$ cat src/hw/rtl/algs_pkg.sv
// ----------------------------------------------------------------------------
// algs_pkg
// Types, codes and constant tables of the ambient light auto gain sequencer.
// ----------------------------------------------------------------------------
package algs_pkg;

    // event kinds carried on the input tuser
    typedef enum logic [1:0] {
        CMD_START      = 2'd0,
        CMD_READ_DONE  = 2'd1,
        CMD_WRITE_DONE = 2'd2,
        CMD_DELAY_DONE = 2'd3
    } command_t;

    // requests and final results carried on the output tuser
    typedef enum logic [2:0] {
        ACT_READ  = 3'd0,
        ACT_WRITE = 3'd1,
        ACT_DELAY = 3'd2,
        ACT_ERROR = 3'd3,
        ACT_OK    = 3'd4
    } action_t;

    // sequencer phases
    typedef enum logic [3:0] {
        PH_IDLE          = 4'd0,
        PH_WAIT_PRE      = 4'd1,
        PH_READ_FIRST    = 4'd2,
        PH_WRITE_GAIN    = 4'd3,
        PH_WAIT_MID      = 4'd4,
        PH_READ_SECOND   = 4'd5,
        PH_WRITE_RESTORE = 4'd6,
        PH_WAIT_OVF      = 4'd7
    } phase_t;

    // configuration register indexes
    localparam logic [1:0] REG_GAIN_EIGHTH  = 2'd0;
    localparam logic [1:0] REG_GAIN_QUARTER = 2'd1;
    localparam logic [1:0] REG_GAIN_ONE     = 2'd2;
    localparam logic [1:0] REG_GAIN_TWO     = 2'd3;

    // gain times eight
    localparam logic [4:0] GAIN_EIGHTH  = 5'd1;
    localparam logic [4:0] GAIN_QUARTER = 5'd2;
    localparam logic [4:0] GAIN_ONE     = 5'd8;
    localparam logic [4:0] GAIN_TWO     = 5'd16;

    // reading thresholds
    localparam logic [15:0] LIMIT_DONE     = 16'h7000;
    localparam logic [15:0] LIMIT_QUARTER  = 16'h1000;
    localparam logic [15:0] LIMIT_ONE      = 16'h0500;
    localparam logic [15:0] READ_OVERFLOW  = 16'hFFFF;
    localparam logic [7:0]  TRIES_MAX      = 8'd255;

    // lux per count in Q0.16, rounded to nearest
    localparam logic [12:0] COEF_EIGHTH  = 13'd4404;
    localparam logic [12:0] COEF_QUARTER = 13'd2399;
    localparam logic [12:0] COEF_ONE     = 13'd551;
    localparam logic [12:0] COEF_TWO     = 13'd275;

    typedef struct packed {
        command_t    command;
        logic        wait_first;
        logic [15:0] read_value;
        logic        bus_error;
    } event_t;

    typedef struct packed {
        phase_t      phase;
        logic        wait_flag;
        logic [4:0]  gain;
        logic [7:0]  tries;
        logic [15:0] held;
    } seq_state_t;

    typedef struct packed {
        logic [15:0] eighth;
        logic [15:0] quarter;
        logic [15:0] one;
        logic [15:0] two;
    } cfg_words_t;

    typedef struct packed {
        logic        valid;
        action_t     action;
        logic [15:0] write_word;
        logic [28:0] lux_q16;
        logic [4:0]  gain_x8;
        logic [7:0]  tries;
    } result_t;

    // coefficient for the gain of a reading
    function automatic logic [12:0] coef_of(input logic [4:0] gain);
        logic [12:0] c;
        case (gain)
            GAIN_EIGHTH:  c = COEF_EIGHTH;
            GAIN_QUARTER: c = COEF_QUARTER;
            GAIN_ONE:     c = COEF_ONE;
            default:      c = COEF_TWO;
        endcase
        return c;
    endfunction

    // gain chosen from a first reading below the done limit
    function automatic logic [4:0] pick_gain(input logic [15:0] value);
        logic [4:0] g;
        if (value >= LIMIT_QUARTER)
        begin
            g = GAIN_QUARTER;
        end
        else if (value >= LIMIT_ONE)
        begin
            g = GAIN_ONE;
        end
        else
        begin
            g = GAIN_TWO;
        end
        return g;
    endfunction

    // saturating try counter
    function automatic logic [7:0] bump_tries(input logic [7:0] tries);
        return (tries < TRIES_MAX) ? tries + 8'd1 : tries;
    endfunction

endpackage

$ cat src/hw/rtl/algs_step.sv
// ----------------------------------------------------------------------------
// algs_step
// Next state and result of the sequencer for one event, with the lux multiply.
// ----------------------------------------------------------------------------
module algs_step
    import algs_pkg::*;
(
    input  seq_state_t cur,
    input  event_t     ev,
    input  cfg_words_t words,
    output seq_state_t nxt,
    output result_t    res
);

    logic [15:0] lux_value;
    logic [28:0] product;
    logic [4:0]  new_gain;
    logic        emit;
    action_t     act;
    logic [15:0] word;
    logic        lux_en;

    // the first reading is converted straight from the event, the second from the hold
    assign lux_value = (cur.phase == PH_READ_FIRST) ? ev.read_value : cur.held;
    assign product   = {13'd0, lux_value} * {16'd0, coef_of(cur.gain)};
    assign new_gain  = pick_gain(ev.read_value);

    // phase transitions
    always_comb
    begin
        nxt    = cur;
        emit   = 1'b0;
        act    = ACT_READ;
        word   = '0;
        lux_en = 1'b0;
        if (ev.command == CMD_START)
        begin
            nxt.gain      = GAIN_EIGHTH;
            nxt.tries     = 8'd1;
            nxt.wait_flag = ev.wait_first;
            emit          = 1'b1;
            if (ev.wait_first)
            begin
                nxt.phase = PH_WAIT_PRE;
                act       = ACT_DELAY;
            end
            else
            begin
                nxt.phase = PH_READ_FIRST;
                act       = ACT_READ;
            end
        end
        else
        begin
            case (cur.phase)
                PH_WAIT_PRE:
                begin
                    if (ev.command == CMD_DELAY_DONE)
                    begin
                        nxt.phase = PH_READ_FIRST;
                        emit      = 1'b1;
                        act       = ACT_READ;
                    end
                end
                PH_READ_FIRST:
                begin
                    if (ev.command == CMD_READ_DONE)
                    begin
                        emit = 1'b1;
                        if (ev.bus_error)
                        begin
                            nxt.phase = PH_IDLE;
                            act       = ACT_ERROR;
                        end
                        else if (ev.read_value >= LIMIT_DONE)
                        begin
                            nxt.phase = PH_IDLE;
                            act       = ACT_OK;
                            lux_en    = 1'b1;
                        end
                        else
                        begin
                            nxt.tries = bump_tries(cur.tries);
                            nxt.gain  = new_gain;
                            nxt.phase = PH_WRITE_GAIN;
                            act       = ACT_WRITE;
                            case (new_gain)
                                GAIN_QUARTER: word = words.quarter;
                                GAIN_ONE:     word = words.one;
                                GAIN_TWO:     word = words.two;
                                default:      word = words.eighth;
                            endcase
                        end
                    end
                end
                PH_WRITE_GAIN:
                begin
                    if (ev.command == CMD_WRITE_DONE)
                    begin
                        emit = 1'b1;
                        if (ev.bus_error)
                        begin
                            nxt.phase = PH_IDLE;
                            act       = ACT_ERROR;
                        end
                        else
                        begin
                            nxt.phase = PH_WAIT_MID;
                            act       = ACT_DELAY;
                        end
                    end
                end
                PH_WAIT_MID:
                begin
                    if (ev.command == CMD_DELAY_DONE)
                    begin
                        nxt.phase = PH_READ_SECOND;
                        emit      = 1'b1;
                        act       = ACT_READ;
                    end
                end
                PH_READ_SECOND:
                begin
                    if (ev.command == CMD_READ_DONE)
                    begin
                        emit = 1'b1;
                        if (ev.bus_error)
                        begin
                            nxt.phase = PH_IDLE;
                            act       = ACT_ERROR;
                        end
                        else
                        begin
                            nxt.held  = ev.read_value;
                            nxt.phase = PH_WRITE_RESTORE;
                            act       = ACT_WRITE;
                            word      = words.eighth;
                        end
                    end
                end
                PH_WRITE_RESTORE:
                begin
                    if (ev.command == CMD_WRITE_DONE)
                    begin
                        emit = 1'b1;
                        if (ev.bus_error)
                        begin
                            nxt.phase = PH_IDLE;
                            act       = ACT_ERROR;
                        end
                        else if (cur.held == READ_OVERFLOW)
                        begin
                            nxt.gain  = GAIN_EIGHTH;
                            nxt.tries = bump_tries(cur.tries);
                            nxt.phase = PH_WAIT_OVF;
                            act       = ACT_DELAY;
                        end
                        else
                        begin
                            nxt.phase = PH_IDLE;
                            act       = ACT_OK;
                            lux_en    = 1'b1;
                        end
                    end
                end
                PH_WAIT_OVF:
                begin
                    if (ev.command == CMD_DELAY_DONE)
                    begin
                        emit = 1'b1;
                        if (cur.wait_flag)
                        begin
                            nxt.phase = PH_WAIT_PRE;
                            act       = ACT_DELAY;
                        end
                        else
                        begin
                            nxt.phase = PH_READ_FIRST;
                            act       = ACT_READ;
                        end
                    end
                end
                default:
                begin
                    emit = 1'b0;
                end
            endcase
        end
    end

    // result carries gain and tries after the update
    always_comb
    begin
        res.valid      = emit;
        res.action     = act;
        res.write_word = word;
        res.lux_q16    = lux_en ? product : '0;
        res.gain_x8    = nxt.gain;
        res.tries      = nxt.tries;
    end

endmodule

$ cat src/hw/rtl/ambient_light_auto_gain_sequencer.sv
// ----------------------------------------------------------------------------
// ambient_light_auto_gain_sequencer
// Auto-ranging ambient light measurement sequencer driven by bus events.
// ----------------------------------------------------------------------------
// Each event on the input stream is taken into an input register and handled by
// one pass of the step logic (phase update and the 16 x 13 bit lux multiply),
// which loads the result register once that register is free or being drained;
// one event is accepted every cycle as long as the result register is free or
// being drained. Events that do not fit the current phase give no result and
// never wait on the output. The four config words are to be written through the
// plain write port only while idle; the block itself does not enforce it.
module ambient_light_auto_gain_sequencer
    import algs_pkg::*;
(
    input  logic        clk,
    input  logic        rst_n,
    // input events
    input  logic        s_tvalid,
    output logic        s_tready,
    input  logic [23:0] s_tdata,   // wait_first, read_value[15:0], bus_error, zero fill
    input  logic [1:0]  s_tuser,   // command
    // results
    output logic        m_tvalid,
    input  logic        m_tready,
    output logic [63:0] m_tdata,   // write_word[15:0], lux_q16[28:0], gain_x8[4:0],
                                   // tries[7:0], zero fill
    output logic [2:0]  m_tuser,   // action
    // configuration
    input  logic        cfg_we,
    input  logic [1:0]  cfg_addr,
    input  logic [15:0] cfg_wdata
);

    logic       in_valid_reg;
    event_t     in_ev_reg;
    logic       out_valid_reg;
    result_t    out_res_reg;
    seq_state_t state_reg;
    seq_state_t state_next;
    cfg_words_t words_reg;
    result_t    step_res;
    logic       advance;

    // step for the registered event
    algs_step u_step (
        .cur   (state_reg),
        .ev    (in_ev_reg),
        .words (words_reg),
        .nxt   (state_next),
        .res   (step_res)
    );

    // an event moves on when its result has room or it has no result
    assign advance  = in_valid_reg && (!out_valid_reg || m_tready || !step_res.valid);
    assign s_tready = !in_valid_reg || advance;

    // config word registers
    always_ff @(posedge clk or negedge rst_n)
    begin
        if (!rst_n)
        begin
            words_reg <= '0;
        end
        else if (cfg_we)
        begin
            case (cfg_addr)
                REG_GAIN_EIGHTH:  words_reg.eighth  <= cfg_wdata;
                REG_GAIN_QUARTER: words_reg.quarter <= cfg_wdata;
                REG_GAIN_ONE:     words_reg.one     <= cfg_wdata;
                REG_GAIN_TWO:     words_reg.two     <= cfg_wdata;
                default:          words_reg         <= words_reg;
            endcase
        end
    end

    // input register
    always_ff @(posedge clk or negedge rst_n)
    begin
        if (!rst_n)
        begin
            in_valid_reg <= 1'b0;
        end
        else if (s_tready)
        begin
            in_valid_reg <= s_tvalid;
        end
    end

    always_ff @(posedge clk)
    begin
        if (s_tvalid && s_tready)
        begin
            in_ev_reg.command    <= command_t'(s_tuser);
            in_ev_reg.wait_first <= s_tdata[0];
            in_ev_reg.read_value <= s_tdata[16:1];
            in_ev_reg.bus_error  <= s_tdata[17];
        end
    end

    // sequencer state
    always_ff @(posedge clk or negedge rst_n)
    begin
        if (!rst_n)
        begin
            state_reg.phase     <= PH_IDLE;
            state_reg.wait_flag <= 1'b0;
            state_reg.gain      <= GAIN_EIGHTH;
            state_reg.tries     <= 8'd1;
            state_reg.held      <= '0;
        end
        else if (advance)
        begin
            state_reg <= state_next;
        end
    end

    // result register
    always_ff @(posedge clk or negedge rst_n)
    begin
        if (!rst_n)
        begin
            out_valid_reg <= 1'b0;
        end
        else if (advance && step_res.valid)
        begin
            out_valid_reg <= 1'b1;
        end
        else if (m_tready)
        begin
            out_valid_reg <= 1'b0;
        end
    end

    always_ff @(posedge clk)
    begin
        if (advance && step_res.valid)
        begin
            out_res_reg <= step_res;
        end
    end

    // output packing
    assign m_tvalid = out_valid_reg;
    assign m_tuser  = out_res_reg.action;
    assign m_tdata  = {6'd0, out_res_reg.tries, out_res_reg.gain_x8,
                       out_res_reg.lux_q16, out_res_reg.write_word};

`ifndef SYNTHESIS
    // gain is always one of the four ranges
    assert property (@(posedge clk) disable iff (!rst_n)
        (state_reg.gain == GAIN_EIGHTH) || (state_reg.gain == GAIN_QUARTER) ||
        (state_reg.gain == GAIN_ONE) || (state_reg.gain == GAIN_TWO))
        else $error("gain register holds an unknown range");

    // try count never drops to zero
    assert property (@(posedge clk) disable iff (!rst_n)
        state_reg.tries != 8'd0)
        else $error("try count is zero");

    // a finished result returns the sequencer to idle
    assert property (@(posedge clk) disable iff (!rst_n)
        advance && step_res.valid &&
        (step_res.action == ACT_ERROR || step_res.action == ACT_OK)
        |=> state_reg.phase == PH_IDLE)
        else $error("sequencer not idle after a finished result");

    // a held result is not overwritten
    assert property (@(posedge clk) disable iff (!rst_n)
        out_valid_reg && !m_tready |=> out_valid_reg && $stable(out_res_reg))
        else $error("stalled result changed");
`endif

endmodule

$ cat config.mk
export PLATFORM = sky130hd
export DESIGN_NAME = ambient_light_auto_gain_sequencer
export DESIGN_NICKNAME = d
export VERILOG_FILES = /design/src/hw/rtl/algs_pkg.sv /design/src/hw/rtl/algs_step.sv /design/src/hw/rtl/ambient_light_auto_gain_sequencer.sv
export SDC_FILE = /design/constraint.sdc
export NUM_CORES = 1
export LEC_CHECK = 0
export ABC_CLOCK_PERIOD_IN_PS = 6000
export BUFFER_PORTS_ARGS = -buffer_cell sky130_fd_sc_hd__buf_4
export CAP_MARGIN = 10
export CORE_MARGIN = 1.5
export CORE_UTILIZATION = 56
export DETAILED_ROUTE_END_ITERATION = 6
export GPL_TIMING_DRIVEN = 0
export PLACE_DENSITY = 0.74
export SLEW_MARGIN = 25
export SYNTH_ARGS = -nofsm -noshare
export SYNTH_HDL_FRONTEND = slang
export SYNTH_SLANG_ARGS = --single-unit
$ cat constraint.sdc
create_clock -name clk -period 6 [get_ports clk]
set_input_delay 0.6 -clock clk [delete_from_list [all_inputs] [get_ports clk]]
set_output_delay 0.6 -clock clk [all_outputs]
set_load 0.005 [all_outputs]
After elaboration in Yosys (flattened, before gate mapping)
Index checks and enable logic that the tools add are counted.
{ "totals": {"out_inout_bits": 69, "in_bits": 49, "register_bits": 181} }
{ "classes": {"n_addsub": 1, "n_lt_le_gt_ge": 4, "n_eq_ne": 27, "mux": 67, "multipliers": 1, "n_bitwise": 2, "n_reduce_logical": 23} }
{ "op_table": {"columns": ["cell", "count"], "rows": [
  ["$mux 16", 6],
  ["$mux 13", 7],
  ["$pmux 16 s3", 1],
  ["$mux 4", 10],
  ["$pmux 13 s3", 1],
  ["$mux 3", 12],
  ["$pmux 16 s2", 1],
  ["$mul 16x13->29", 1],
  ["$pmux 4 s7", 1],
  ["$pmux 13 s2", 1],
  ["$ne 3x1->1 const B", 6],
  ["$eq 16x16->1 const B", 1],
  ["$eq 4x3->1 const B", 4],
  ["$ge 16x11->1 const B", 1],
  ["$ge 16x13->1 const B", 1],
  ["$ge 16x15->1 const B", 1],
  ["$pmux 3 s5", 1],
  ["$mux 1", 14],
  ["$mux 2", 7],
  ["$eq 5x2->1 const B", 2],
  ["$eq 5x4->1 const B", 2],
  ["$mux 5", 2],
  ["$reduce_and 2->1", 5],
  ["$reduce_and 9->1", 1],
  ["other kinds (22)", 36]
]} }

Longest topological paths before layout
{ "logic_depth": {"ltp_word": 9, "depth_mapped": 24} }

Cells and area by module
Synthesis repeated with hierarchy kept, for this count alone.
{ "unflattened": {"hier_cells": 1484, "hier_area_um2": 14976.9} }
{ "modules_own_cells": {"columns": ["module", "n_inst", "cells_per_inst", "seq_area_each_um2", "area_per_inst_um2"], "rows": [
  ["algs_step", 1, 1056, 0.0, 8141.6],
  ["ambient_light_auto_gain_sequencer", 1, 428, 4937.2, 6835.3]
]} }

Least setup slack after synthesis
Ideal clock, no wire load.
{ "synth_path": {"path_type": "reg-to-reg", "startpoint": "reg state_reg[28] in the netlist's numbering", "endpoint": "reg out_res_reg, in the netlist m_tdata[44] (data pin)", "period_less_slack_ps": 6096, "arrival_time_ps": 5835, "setup_time_ps": 261, "slack_ps": -96, "path_stages_with_launch": 25, "required_time_ps": 5739, "path_cell_list": "dfrtp_1 > or2_1 > nor3_1 > and2_1 > clkbuf_1 > nor3_1 > clkbuf_1 > nor2_1 > fa_1 > inv_1 > fa_1 > inv_1 > fa_1 > fa_1 > inv_1 > fa_1 > inv_1 > ha_1 > clkbuf_1 > nand3_1 > a2111oi_0 > o21ai_1 > and4_1 > a31oi_1 > mux2i_1"} }
{ "synth_between": {"elab_chain_len": 3, "word_cells_on_any_way": 5, "cone_classes": "mul (1); eq/ne (3); mux (1)"} }
{ "synth_lines": {"columns": ["item", "line_no", "rtl"], "rows": [
  ["start: declaration", "ambient_light_auto_gain_sequencer.sv:38", "seq_state_t state_reg;"],
  ["start signal: assignment", "ambient_light_auto_gain_sequencer.sv:113", "state_reg <= state_next;"],
  ["$eq 5x4->1, or another cell as far along", "algs_pkg.sv:95", "case (gain)"],
  ["$pmux 13 s3 (*)", "algs_pkg.sv:95", null],
  ["$mul 16x13->29 (*)", "algs_step.sv:25", "assign product = {13'd0, lux_value} * {16'd0, coef_of(cur.gain)};"],
  ["end signal: assignment", "ambient_light_auto_gain_sequencer.sv:138", "out_res_reg <= step_res;"],
  ["end: declaration", "ambient_light_auto_gain_sequencer.sv:37", "result_t out_res_reg;"]
]} }
Mark *: on every way between the ends. The rest lies on a longest branch, timed or not.
A chain may end at the register's enable or synchronous reset.

Final worst setup path
{ "layout_path": {"startpoint": "reg state_reg[28] in the netlist's numbering", "endpoint": "reg out_res_reg, in the netlist m_tdata[41] (data pin)"} }
Same word-level chain as after synthesis.

==> impl_metrics.py <==
metrics = {
    "status": {
        "outcome": "finished, violations left",
        "violations": "setup timing",
    },
    "sta": {
        "holdWs_ns": 0.2553,
        "fin_crit_ns": 6.006,
        "period_share": 1.001,
        "setup_viol": 1,
        "rsz0062_at_grt": "yes",
        "finalMaxSlewViolations": 0,
        "hold_viol_final": 0,
        "fin_skew_ns": 0.02483,
        "timing.fmax_ghz": 0.1665,
        "relSlewSlack": 0.3815,
        "worst_pin_slew_ns": 0.9278,
        "setup_slack_ns": -0.005756,
    },
    "final_layout": {
        "antenna_cells": 0,
        "drive_gt1_frac": 0.2654,
        "design_area_sq_mm": 0.01694,
        "layout_common_cells": "238 x inv_1, 141 x buf_4, 121 x fa_1",
        "nets": 1787,
        "final_cells": 1850,
        "largest_reg_flops": 64,
        "final_common_cell": "inv_1",
        "area_delta_synth_final_pct": 20.11,
    },
    "clock_network": {
        "clk_pin_slew_ns": 0.09,
        "root_buffer": "clkbuf_16",
        "clock_path_buffers": 2,
        "cts_tree": "done",
        "clk_latency_ns": 0.45,
        "cts_buffers": 17,
        "numClockSinks": 180,
        "htreeDepth": 4,
    },
    "routing": {
        "wirelength_mm": 34.92,
        "num_vias": 10490,
        "ant_nets": 0,
        "drt_iter0_drc": 776,
        "vias_per_cell": 5.669,
        "drtPass1Iterations": 5,
        "drt-wirelength-per-cell_um": 18.88,
        "drc": 0,
    },
    "synth": {
        "ys.flop_type": "dfrtp_1",
        "async_reset_ff_frac": 0.5500,
        "synth_cells": 1357,
        "ys_types": 77,
        "yosysWarnings": 0,
        "synth.area.top_cells": "fa_1 17%, edfxtp_1 17%, dfrtp_1 17%",
        "ys_ff_latch": 180,
        "synth_edf_count": 81,
        "synth_area_sq_mm": 0.01411,
        "synth_top_area_cell": "fa_1",
        "synth_top_area_share": 0.1731,
        "yosysSeqAreaShare": 0.3482,
        "avgSynthCellArea_sq_um": 10.40,
    },
    "floorplan": {
        "ios": 118,
        "core.rowCount": 57,
        "core_region_area_sq_mm": 0.02453,
        "die-area_sq_mm": 0.02615,
        "die_h_um": 161.7,
        "initial_core_util": 0.5750,
        "dieWidth_um": 161.7,
    },
    "setup_path": {
        "endpoint_kind": "flop",
        "crit_required_ns": 6.19,
        "arrival_ns": 6.20,
        "r2r-start": "state_reg[28]",
        "crit_type": "reg -> reg",
        "cp-start-kind": "flop",
        "crit_path_start": "state_reg[28]",
        "crit_fanout": 10,
    },
    "global_route": {
        "grt_max_degree": 100,
        "antenna_found_initial": 0,
        "grt_pass1_vias": 10330,
        "grt_pass1_wl_mm": 53.14,
        "track_usage": 0.2609,
        "grt_overflow": 0,
    },
    "placed_design": {
        "post_dp_cell_area_sq_mm": 0.01534,
        "gp_congestion": 0.9080,
        "dp.final_hpwl_mm": 24.98,
        "place_inst": 1791,
        "port_buffers": 105,
    },
    "hold_path": {
        "hold_class": "in -> async",
    },
    "job": {
        "drv_cap": 0,
    },
}
layout make-up:
type	count	area (sq um)
clock inverter	15	173.9
tap	324	405.4
buffer	44	259.0
multi-input combinational	891	8815
inverter	242	910.9
timing repair buffer	137	1040
sequential	180	4913
clock buffer	17	425.4
fill	1783	7591
cell families (layout without fill, tap and decap cells):
group                    count (synthesis)  in the layout  synth area share
AO/OA/AOI/OAI                          173            173           0.07726
XOR/XNOR                                22             22           0.01366
adder cells (fa/ha/maj)                225            225            0.2645
buffers and inverters                  291            455           0.08072
flip-flops                             180            180            0.3482
multiplexers                           130            130            0.1006
other                                    1              6         0.0002658
AND/OR/NAND/NOR                        335            335            0.1148
worst max-delay path, cell delays in order (launching register included):
cell      delay (ns)
dfrtp_1         0.41
or2_4           0.30
nor2_1          0.18
nand3b_1        0.16
clkbuf_2        0.27
nor2_1          0.30
inv_1           0.09
fa_1            0.42
fa_1            0.55
inv_1           0.05
fa_1            0.50
fa_1            0.54
inv_1           0.05
fa_1            0.48
inv_1           0.07
ha_4            0.30
nand4_1         0.17
nor3_2          0.29
a21oi_4         0.12
o21ai_4         0.23
buf_4           0.15
a41oi_2         0.11
metrics by stage:
step / util / setup WS (ns) / setup TNS, ns
global route: 0.6906 / -0.2624 / -2.695
global placement: 0.6246 / -0.9520 / -11.53
detailed placement: 0.6252 / -1.005 / -12.20
CTS: 0.6679 / -0.02108 / -0.04964
floorplan: - / 0.008271 / 0
finish: 0.6906 / -0.005756 / -0.005756
metal layers:
layer | wire length (um) | global-route usage | share of wire
met1 | 14920 | 0.3453 | 0.43
met2 | 16630 | 0.4247 | 0.48
met3 | 2235 | 0.04903 | 0.064
met4 | 1130 | 0.1093 | 0.032
met5 | 0 | 0 | 0
cells in the mapped netlist, types with 13 or more instances:
cell type and n:
a21oi_1 40, clkbuf_1 25, fa_1 122, inv_1 239, edfxtp_1 81, ha_1 103
nand3_1 16, dfrtp_1 97, nand2_1 100, o21ai_1 13, o21ai_0 50, nor2_1 124
nand2b_1 15, mux2_2 83, mux2i_1 36, buf_2 16
timing repair:
action / in CTS / in global routing
hold buffers: 0 / 0
gates resized for setup: 80 / 90
pin swaps: 9 / 43
setup buffers: 14 / 18
endpoints found under the setup margin: 19 / 19
cloned: 1 / 0
final timing paths:
path | end | slack, ns | cells past startpoint
setup / recovery | m_tdata[41] | -0.006 | 21
hold / removal | words_reg[44] | 0.26 | 1
setup reg to reg | m_tdata[41] | -0.006 | 21
hold reg to reg | words_reg[36] | 0.51 | 1
max in group asynchronous | state_reg[30] | 5.09 | 1
min in group clk | in_ev_reg[15] | 0.32 | 1
Power is left out: the tool's default activity adds up to more than one toggle a clock period on the data nets, which glitch-free logic cannot reach.
